--- src/rc4_stream_cipher_core_assert.svh ---
// Assertion macros for the RC4 keystream core, clocked on i_clk, held off in reset.
`ifndef RC4_STREAM_CIPHER_CORE_ASSERT_SVH
`define RC4_STREAM_CIPHER_CORE_ASSERT_SVH

// Same-cycle implication.
`define RC4_ASSERT_NOW(label, ante, cons, msg) \
    label: assert property (@(posedge i_clk) disable iff (!i_rst_n) (ante) |-> (cons)) \
        else $error(msg);

// Next-cycle implication.
`define RC4_ASSERT_NEXT(label, ante, cons, msg) \
    label: assert property (@(posedge i_clk) disable iff (!i_rst_n) (ante) |=> (cons)) \
        else $error(msg);

`endif

--- src/rc4_pkg.sv ---
// Types and constants shared by the RC4 keystream core.
package rc4_pkg;

    localparam int unsigned S_AW  = 8;
    localparam int unsigned LEN_W = 9;

    localparam logic [LEN_W-1:0] KEY_LEN_RST = 9'd16;

    localparam logic [1:0] MODE_KEY   = 2'd0;
    localparam logic [1:0] MODE_SCHED = 2'd1;
    localparam logic [1:0] MODE_DATA  = 2'd2;

    typedef logic [7:0] t_byte;

    typedef enum logic [3:0] {
        ST_IDLE,
        ST_FILL,
        ST_KS_RI,
        ST_KS_RJ,
        ST_KS_WI,
        ST_KS_WJ,
        ST_D_RX,
        ST_D_RY,
        ST_D_WX,
        ST_D_WY
    } t_state;

endpackage

--- src/rc4_stream_cipher_core.sv ---
// RC4 keystream core: key store, S-box memory, schedule and data sequencer.
//
// Input words arrive on the s_axis channel: tuser carries the mode, tdata the
// key index (bits 7:0) and the byte (bits 15:8). A key word writes one key byte
// in the cycle it is accepted. A schedule word fills the S-box with the
// identity and then mixes it with 256 swaps (read i, read j, write i, write
// j); it also clears both keystream indices. No word is taken during the
// schedule. A data word passes states D_RX, D_RY, D_WX and D_WY and then
// returns one byte on m_axis; a next data word is taken no earlier than D_WY,
// as the single S-box read port serves the reads of x, y and t and the write
// port the swap writes. Keys, schedule and mode-three words give no result.
// The result sits in an output register; while the receiver stalls with that
// register full, a further data word runs up to its second swap write, holds
// that write until the register drains, and input stays closed.
// Reset (i_rst_n low at a clock edge) clears the indices, the sequencer and
// the output valid, and sets the key length to 16. Key store and S-box keep
// their contents and must be written by key words and a schedule before use. The key
// length register is written via i_cfg_we / i_cfg_wdata; the user keeps that to idle.
`include "rc4_stream_cipher_core_assert.svh"

module rc4_stream_cipher_core #(
    parameter int unsigned KEY_DEPTH = 256
) (
    input  logic                        i_clk,
    input  logic                        i_rst_n,
    input  logic                        i_cfg_we,
    input  logic [rc4_pkg::LEN_W-1:0]   i_cfg_wdata,
    input  logic                        s_axis_tvalid,
    output logic                        s_axis_tready,
    input  logic [15:0]                 s_axis_tdata,  // key_index[7:0], byte_in[15:8]
    input  logic [1:0]                  s_axis_tuser,  // mode[1:0]
    output logic                        m_axis_tvalid,
    input  logic                        m_axis_tready,
    output logic [7:0]                  m_axis_tdata   // byte_out[7:0]
);
    import rc4_pkg::*;

    localparam int unsigned KAW = (KEY_DEPTH > 1) ? $clog2(KEY_DEPTH) : 1;
    localparam logic [LEN_W-1:0] KDEP = LEN_W'(KEY_DEPTH);

    t_state r_state, n_state;

    t_byte r_sbox [256];
    t_byte r_key [KEY_DEPTH];

    t_byte r_sb_q, r_byp_d, r_key_q;
    logic  r_byp;

    logic [LEN_W-1:0] r_key_len;
    logic [S_AW-1:0]  r_i, r_j, r_x, r_y;
    logic [KAW-1:0]   r_k;
    t_byte            r_si, r_sx, r_t, r_byte, r_odata;
    logic             r_ovalid;

    logic [1:0]       in_mode;
    t_byte            in_kidx, in_byte;
    logic             in_acc, out_free, key_ok, key_we;
    logic             sb_we, sb_re;
    logic [S_AW-1:0]  sb_wa, sb_ra;
    t_byte            sb_wd, sb_rd, ks_j, d_y, d_t, d_st;
    logic [LEN_W-1:0] len_eff, k_inc;

    assign in_mode  = s_axis_tuser;
    assign in_kidx  = s_axis_tdata[7:0];
    assign in_byte  = s_axis_tdata[15:8];
    assign out_free = !r_ovalid || m_axis_tready;
    assign in_acc   = s_axis_tvalid && s_axis_tready;
    assign key_ok   = {1'b0, in_kidx} < KDEP;
    assign key_we   = in_acc && (in_mode == MODE_KEY) && key_ok;

    assign sb_rd   = r_byp ? r_byp_d : r_sb_q;
    assign ks_j    = r_j + sb_rd + r_key_q;
    assign d_y     = r_y + sb_rd;
    assign d_t     = r_sx + sb_rd;
    assign d_st    = (r_t == r_y) ? r_sx : sb_rd;
    assign len_eff = (r_key_len == '0) ? LEN_W'(1) :
                     (r_key_len > KDEP) ? KDEP : r_key_len;
    assign k_inc   = {{(LEN_W-KAW){1'b0}}, r_k} + LEN_W'(1);

    // next state
    always_comb begin
        n_state = r_state;
        case (r_state)
            ST_IDLE, ST_D_WY: begin
                if (r_state == ST_IDLE || out_free) begin
                    n_state = ST_IDLE;
                    if (in_acc) begin
                        case (in_mode)
                            MODE_SCHED: n_state = ST_FILL;
                            MODE_DATA:  n_state = ST_D_RX;
                            default:    n_state = ST_IDLE;
                        endcase
                    end
                end
            end
            ST_FILL:  if (r_i == 8'hFF) n_state = ST_KS_RI;
            ST_KS_RI: n_state = ST_KS_RJ;
            ST_KS_RJ: n_state = ST_KS_WI;
            ST_KS_WI: n_state = ST_KS_WJ;
            ST_KS_WJ: n_state = (r_i == 8'hFF) ? ST_IDLE : ST_KS_RI;
            ST_D_RX:  n_state = ST_D_RY;
            ST_D_RY:  n_state = ST_D_WX;
            ST_D_WX:  n_state = ST_D_WY;
            default:  n_state = ST_IDLE;
        endcase
    end

    // memory controls and handshake
    always_comb begin
        sb_we         = 1'b0;
        sb_wa         = r_i;
        sb_wd         = r_i;
        sb_re         = 1'b0;
        sb_ra         = r_i;
        s_axis_tready = 1'b0;
        case (r_state)
            ST_IDLE:  s_axis_tready = 1'b1;
            ST_FILL:  sb_we = 1'b1;
            ST_KS_RI: sb_re = 1'b1;
            ST_KS_RJ: begin
                sb_re = 1'b1;
                sb_ra = ks_j;
            end
            ST_KS_WI: begin
                sb_we = 1'b1;
                sb_wd = sb_rd;
            end
            ST_KS_WJ: begin
                sb_we = 1'b1;
                sb_wa = r_j;
                sb_wd = r_si;
            end
            ST_D_RX: begin
                sb_re = 1'b1;
                sb_ra = r_x + 8'd1;
            end
            ST_D_RY: begin
                sb_re = 1'b1;
                sb_ra = d_y;
            end
            ST_D_WX: begin
                sb_we = 1'b1;
                sb_wa = r_x;
                sb_wd = sb_rd;
                sb_re = 1'b1;
                sb_ra = d_t;
            end
            ST_D_WY: begin
                sb_we         = out_free;
                sb_wa         = r_y;
                sb_wd         = r_sx;
                s_axis_tready = out_free;
            end
            default: ;
        endcase
    end

    // S-box memory with same-cycle write forwarding
    always_ff @(posedge i_clk) begin
        if (sb_we) begin
            r_sbox[sb_wa] <= sb_wd;
        end
        if (sb_re) begin
            r_sb_q  <= r_sbox[sb_ra];
            r_byp   <= sb_we && (sb_wa == sb_ra);
            r_byp_d <= sb_wd;
        end
    end

    // key store
    always_ff @(posedge i_clk) begin
        if (key_we) begin
            r_key[in_kidx[KAW-1:0]] <= in_byte;
        end
        if (r_state == ST_KS_RI) begin
            r_key_q <= r_key[r_k];
        end
    end

    // control
    always_ff @(posedge i_clk) begin
        if (!i_rst_n) begin
            r_state   <= ST_IDLE;
            r_key_len <= KEY_LEN_RST;
            r_x       <= '0;
            r_y       <= '0;
            r_i       <= '0;
            r_j       <= '0;
            r_k       <= '0;
            r_ovalid  <= 1'b0;
        end else begin
            r_state <= n_state;
            if (i_cfg_we) begin
                r_key_len <= i_cfg_wdata;
            end
            if (in_acc && in_mode == MODE_SCHED) begin
                r_i <= '0;
                r_j <= '0;
                r_k <= '0;
            end
            case (r_state)
                ST_FILL:  r_i <= r_i + 8'd1;
                ST_KS_RJ: r_j <= ks_j;
                ST_KS_WJ: begin
                    r_i <= r_i + 8'd1;
                    r_k <= (k_inc >= len_eff) ? '0 : k_inc[KAW-1:0];
                    if (r_i == 8'hFF) begin
                        r_x <= '0;
                        r_y <= '0;
                    end
                end
                ST_D_RX:  r_x <= r_x + 8'd1;
                ST_D_RY:  r_y <= d_y;
                default: ;
            endcase
            if (r_state == ST_D_WY && out_free) begin
                r_ovalid <= 1'b1;
            end else if (m_axis_tready) begin
                r_ovalid <= 1'b0;
            end
        end
    end

    // payload
    always_ff @(posedge i_clk) begin
        if (in_acc) begin
            r_byte <= in_byte;
        end
        if (r_state == ST_KS_RJ) begin
            r_si <= sb_rd;
        end
        if (r_state == ST_D_RY) begin
            r_sx <= sb_rd;
        end
        if (r_state == ST_D_WX) begin
            r_t <= d_t;
        end
        if (r_state == ST_D_WY && out_free) begin
            r_odata <= r_byte ^ d_st;
        end
    end

    assign m_axis_tvalid = r_ovalid;
    assign m_axis_tdata  = r_odata;

    `RC4_ASSERT_NEXT(a_data_start, in_acc && in_mode == MODE_DATA, r_state == ST_D_RX,
        "data word did not start the sequencer")
    `RC4_ASSERT_NEXT(a_hold_result, r_state == ST_D_WY && !out_free, r_state == ST_D_WY,
        "pending result left while output register full")
    `RC4_ASSERT_NEXT(a_sched_end, r_state == ST_KS_WJ && r_i == 8'hFF,
        r_state == ST_IDLE && r_x == '0 && r_y == '0, "schedule end did not clear indices")
    `RC4_ASSERT_NOW(a_no_take_busy, r_state != ST_IDLE && r_state != ST_D_WY,
        !s_axis_tready, "input open while sequencer busy")

endmodule
--- config.mk ---
export PLATFORM = sky130hd
export DESIGN_NAME = rc4_stream_cipher_core
export DESIGN_NICKNAME = d
export VERILOG_FILES = /design/src/rc4_pkg.sv /design/src/rc4_stream_cipher_core.sv
export VERILOG_INCLUDE_DIRS = /design/src /design/src/src
export SDC_FILE = /design/constraint.sdc
export NUM_CORES = 2
export LEC_CHECK = 0
export BUFFER_PORTS_ARGS = -buffer_cell sky130_fd_sc_hd__buf_2
export CAP_MARGIN = 20
export CORE_MARGIN = 1.5
export CORE_UTILIZATION = 50
export CTS_BUF_LIST = sky130_fd_sc_hd__clkbuf_4 sky130_fd_sc_hd__clkbuf_8
export DETAILED_ROUTE_END_ITERATION = 16
export PLACE_DENSITY = 0.65
export SKIP_LAST_GASP = 1
export SLEW_MARGIN = 25
export SYNTH_ARGS = -nofsm -noshare
export SYNTH_HDL_FRONTEND = slang
export SYNTH_SLANG_ARGS = --single-unit
--- constraint.sdc ---
create_clock -name i_clk -period 13.6 [get_ports i_clk]
set_clock_uncertainty 0.05 [all_clocks]
set_input_delay 2.72 -clock i_clk [delete_from_list [all_inputs] [get_ports i_clk]]
set_output_delay 2.72 -clock i_clk [all_outputs]
set_load 0.005 [all_outputs]
Yosys cells after proc, flatten, opt, wreduce, memory -nomap -nowiden
Memories as Yosys holds them, arrays and structs flattened. A register that Yosys moved wholly into a read port is not among the register bits.
Cells that the tools add are included.

storage, ports and cells
  bits in writable memories = 4096
  memories kept = 2
  output and inout bits = 10
  flip-flop bits (word level) = 103
  input bits = 32

cells by class
  mux-type cells = 30
  magnitude comparators = 2
  reductions and logical operators = 25
  bitwise gates (word level) = 1
  add/subtract/negate cells = 7
  equality and inequality tests = 17

memories
  memory  words  bits a word  rd ports  clocked after Yosys merged registers in  wr ports  RTL line                      source
  r_key   256    8            1         1                                        1         rc4_stream_cipher_core.sv:44  t_byte r_key [KEY_DEPTH];
  r_sbox  256    8            1         1                                        1         rc4_stream_cipher_core.sv:43  t_byte r_sbox [256];

operators with widths
  kind                 number
  $mux 8               8
  $pmux 8 s3           2
  $pmux 4 s9           1
  $add 8x8->8          4
  $pmux 8 s2           2
  $pmux 8 s4           1
  $mux 9               2
  $add 8x1->8 const B  2
  $eq 4x3->1 const B   4
  $eq 8x8->1           2
  $reduce_bool 2->1    6
  $add 8x1->9 const B  1
  $ge 9x9->1           1
  $gt 9x9->1 const B   1
  $logic_not 9->1      1
  $eq 4x2->1 const B   2
  $eq 4x4->1 const B   2
  $eq 8x8->1 const B   1
  $mux 4               2
  $xor 8x8->8          1
  $mux 1               7
  $ne 2x2->1 const B   3
  $pmux 3 s2           1
  $reduce_and 2->1     3
  14 further kinds     22

Longest topological paths before layout
  word-level depth = 7
  mapped depth = 21
  depth with buffers taken out = 16

Worst setup path after synthesis
OpenSTA, ideal clock, no wires.

  path type = reg-to-reg
  from = register r_state[1]
  to = register r_byp_d[1], data pin
  arrival = 8.848 ns
  clock period less this slack = 10.482 ns
  library setup time = 1.583 ns
  slack = 3.118 ns
  cell stages (with the launch flop) = 8
  buffers on the path = 3
  cells stage by stage = dfxtp_1 clkbuf_1 or2_2 clkbuf_1 nor3_1 clkbuf_1 a222oi_1 a21oi_1

between the ends
  longest elaborated chain between the ends = 3
  elaborated cells between the ends (all ways) = 6
  classes of those cells = eq/ne: 4; mux: 1; reduce/logical: 1

RTL lines
  what                                      RTL line                       source
  from (decl)                               rc4_stream_cipher_core.sv:41   t_state r_state, n_state;
  from (signal assigned)                    rc4_stream_cipher_core.sv:192  r_state <= n_state;
  $eq 4x4->1 or $eq 4x3->1 (tied branches)  rc4_stream_cipher_core.sv:116  case (r_state)
  $reduce_or 2->1 (no source line)          n/a
  $pmux 8 s3 *                              rc4_stream_cipher_core.sv:116
  named net sb_wd[1]                        rc4_stream_cipher_core.sv:60   t_byte sb_wd, sb_rd, ks_j, d_y, d_t, d_st;
  to (signal assigned)                      rc4_stream_cipher_core.sv:166  r_byp_d <= sb_wd;
  to (decl)                                 rc4_stream_cipher_core.sv:46   t_byte r_sb_q, r_byp_d, r_key_q;

Mark *: on every way through the listed nets, which the timed path passes. The rest lies on a longest branch.
A chain may end at the register's enable or synchronous reset.

Final worst setup path
  from = register r_byp
  to = register r_sb_q[5] (read register of r_sbox), data pin

between the ends
  longest elaborated chain between the ends = 4
  elaborated cells between the ends (all ways) = 6
  classes of those cells = add/sub: 4; mux: 2

RTL lines
  what                      RTL line                       source
  from (decl)               rc4_stream_cipher_core.sv:47   logic r_byp;
  from (signal assigned)    rc4_stream_cipher_core.sv:165  r_byp <= sb_we && (sb_wa == sb_ra);
  $mux 8 *                  rc4_stream_cipher_core.sv:71   assign sb_rd = r_byp ? r_byp_d : r_sb_q;
  $add 8x8->8 (2 in a row)  rc4_stream_cipher_core.sv:72   assign ks_j = r_j + sb_rd + r_key_q;
  $pmux 8 s4 *              rc4_stream_cipher_core.sv:116
  to (decl)                 rc4_stream_cipher_core.sv:46

Mark *: on every way between the ends. The rest lies on a longest branch, timed or not.

==> metrics.md <==
| Metric | Value |
|---|---|
| Status | complete, no violations |
| Synth cell types | 108 |
| Slew headroom | 0.135 |
| Fin. Hold Viols | 0 |
| Fin cells | 14900 |
| Most frequent cells in the layout | 4161 x edfxtp_1, 1369 x nand2_1, 737 x mux4_2, 678 x clkbuf_8, 600 x nand3_1 |
| Die H | 583 um |
| Total Routing Usage GR | 0.272 |
| First-pass GRT wire length | 666 mm |
| Port Buffers | 41 |
| Total grt overflow | 0 |
| Grt met3 use | 0.0765 |
| Postcts setup bufs | 0 |
| Routed Antenna Nets | 0 |
| Hold WC Path Type | flop to flop |
| Starting Density | 0.504 |
| Post-synth EDFFs | 4161 |
| Nets | 10000 |
| Initial drt markers | 13900 |
| Multi-input logic area | 39200 um^2 |
| CP required | 14.64 ns |
| RSZ-0062 raised after global routing | no |
| Final wirelength | 469 mm |
| Commonest non-fill, non-tap cell in the layout | edfxtp_1 |
| Cell count after synthesis | 9666 |
| Clk_lat worst skew | 1.25 ns |
| Fmax | 0.129 GHz |
| Final setup margin | 5.87 ns |
| Kind of critical path | flop to flop |
| Detailed Place HPWL | 278 mm |
| Max_cap viols | 0 |
| Final GP Congestion | 0.927 |
| Antenna violations before repair | 18 |
| Cell area after synthesis | 168000 um^2 |
| Final worst path period need | 7.73 ns |
| Area Growth Syn to Fin | 10.3% |
| CTS Hold Buffers Added | 0 |
| Pwr per Cell Area | 166 nW/um^2 |
| Vias in the first global route | 92200 |
| Clock-pin slew on the worst setup and hold paths | 0.06 ns |
| Setup Viol. Count Final | 0 |
| Main flop type after synthesis | edfxtp_1 |
| Final Cycle Share | 0.568 |
| Setup slack at placement | 6.22 ns |
| Worst EP arrival | 8.76 ns |
| Top cells by area, synth | edfxtp_1 74%, mux4_2 9.9%, nand2_1 3.1% |
| Sequential share of the synthesized area | 0.749 |
| Syn avg cell area | 17.4 um^2 |
| Filler cell count | 25500 |
| R2R depth | 17 |
| Critical path startpoint category | flop |
| Die Wd | 583 um |
| Vias | 95000 |
| Rows | 212 |
| Num CTS Buffers | 655 |
| Mapped Nets | 9740 |
| Slew at the pin closest to its max-slew limit | 1.28 ns |
| Register bit total from synthesis | 4215 |
| Clock Tree Buf Depth | 4 |
| Hold path depth | 2 |
| Synth warn | 0 |
| Share of layout cells above drive strength 1 | 0.200 |
| Maximum VDD drop | 0.166 mV |
| PostCTS Resize Cnt | 0 |
| Clock sink count | 4215 |
| Met1 Use GR | 0.389 |
| Synth top area share | 0.743 |
| Met2 usage | 0.399 |
| Asr flop ratio synth | 0 |
| GR peak layer | met2 |
| Largest net degree at the start of global routing | 225 |
| CTS tree | done |
| DRC | 0 |
| Leakage | 59.0 nW |
| Worst setup EP type | flop |
| H-tree levels | 6 |
| Drt via density | 6.39 |
| Core area | 334000 um^2 |
| Routed WL per cell | 31.5 um |
| Post-Place Cells | 13700 |
| Clock root cell | clkbuf_8 |
| Total design power | 30.8 mW |
| Io pins | 42 |
| Initial DRT Pass Iterations | 6 |
| Seq. cell area | 126000 um^2 |
| Die area | 340000 um^2 |
| Max Slew Vio Count | 0 |
| Area leader, netlist | edfxtp_1 |
| Crit-path max FO | 38 |
| Setup TNS | 0 ns |
[path summary, 6_finish.rpt]
path,from,end,slack (ns)
max,r_byp$_DFFE_PP_,r_sb_q[5]$_DFFE_PP_,5.87
min,r_j[1]$_SDFFE_PN0P_,r_j[1]$_SDFFE_PN0P_,0.46
max reg2reg,r_byp$_DFFE_PP_,r_sb_q[5]$_DFFE_PP_,5.87
min reg2reg,r_j[1]$_SDFFE_PN0P_,r_j[1]$_SDFFE_PN0P_,0.46
[logic make-up after synthesis]
| kind of cell | after synthesis | synth area share |
|---|---|---|
| multiplexers | 1023 | 0.116 |
| buffers and inverters | 635 | 0.0193 |
| AO/OA/AOI/OAI | 819 | 0.0356 |
| XOR/XNOR | 48 | 0.00250 |
| adder cells (fa/ha/maj) | 42 | 0.00357 |
| flip-flops | 4215 | 0.749 |
| AND/OR/NAND/NOR | 2884 | 0.0734 |
[per-stage QoR]
step / cell area (um^2) / hold WS [ns] / utilization
6_report: 186000 / 0.457 / 0.556
5_1_grt: 186000 / 0.463 / 0.556
4_1_cts: 185000 / 0.441 / 0.555
3_5_place_dp: 173000 / 0.433 / 0.518
3_3_place_gp: 173000 / 0.427 / 0.517
2_1_floorplan: 168000 / 0.410 / -
[cell usage after synthesis, drive strengths merged (8+ instances only)]
cell	instances
a22o	10
a211oi	60
a31oi	117
nor2	625
o211a	20
nand2b	14
a221oi	63
a22oi	37
o21ai	38
a222oi	14
nand4	39
fa	10
xor2	22
nor3b	9
nor2b	14
xnor2	26
a221o	8
dfxtp	54
a21o	12
nand2	1371
mux2	12
a2111oi	18
edfxtp	4161
o31ai	13
o211ai	9
a21oi	190
and3	80
a311oi	53
o22ai	16
nand3	603
a32oi	55
mux2i	270
ha	32
o21a	9
nor4	17
nor3	60
a311o	10
inv	25
mux4	741
or3	8
and2	9
clkbuf	270
buf	338
[worst max-delay path, cell delays in order (launching register included)]
cell and delay (ns):
edfxtp_1 0.55, mux2i_1 0.64, fa_1 0.55, inv_1 0.07, ha_1 0.17, inv_1 0.07, fa_1 0.50, o2bb2ai_1 0.54
o31a_2 0.87, buf_4 0.64, nor2_4 0.27, buf_4 0.45, a32oi_1 0.31, a31oi_1 0.13, o21ai_0 0.80, nand4_1 0.20
a211oi_1 0.48, o31a_1 0.20
[power breakdown]
group          leakage, nW  switching [mW]  total, mW  internal (mW)
registers             38.4          0.0688       14.9           14.9
clock network         6.64            4.98       10.3           5.34
logic                 14.0            4.05       5.51           1.46
[cell type report]
| class | instances | area share |
|---|---|---|
| flip-flops and latches | 4215 | 0.679 |
| multi-input cells | 4816 | 0.211 |
| clock buffers | 893 | 0.0587 |
| well taps | 4387 | 0.0296 |
| repair buffers | 249 | 0.0114 |
| clock inverters | 278 | 0.00889 |
| inverters | 27 | 0.000573 |
| diodes | 8 | 0.000108 |
[metal layers]
metal | part of all wire | up-vias
met5 | 0.00016 | -
met4 | 0.042 | 12
met3 | 0.12 | 1056
met2 | 0.44 | 6095
met1 | 0.39 | 48900
li1 | - | 39000
Note: power is estimated with default switching activity, not from simulation.
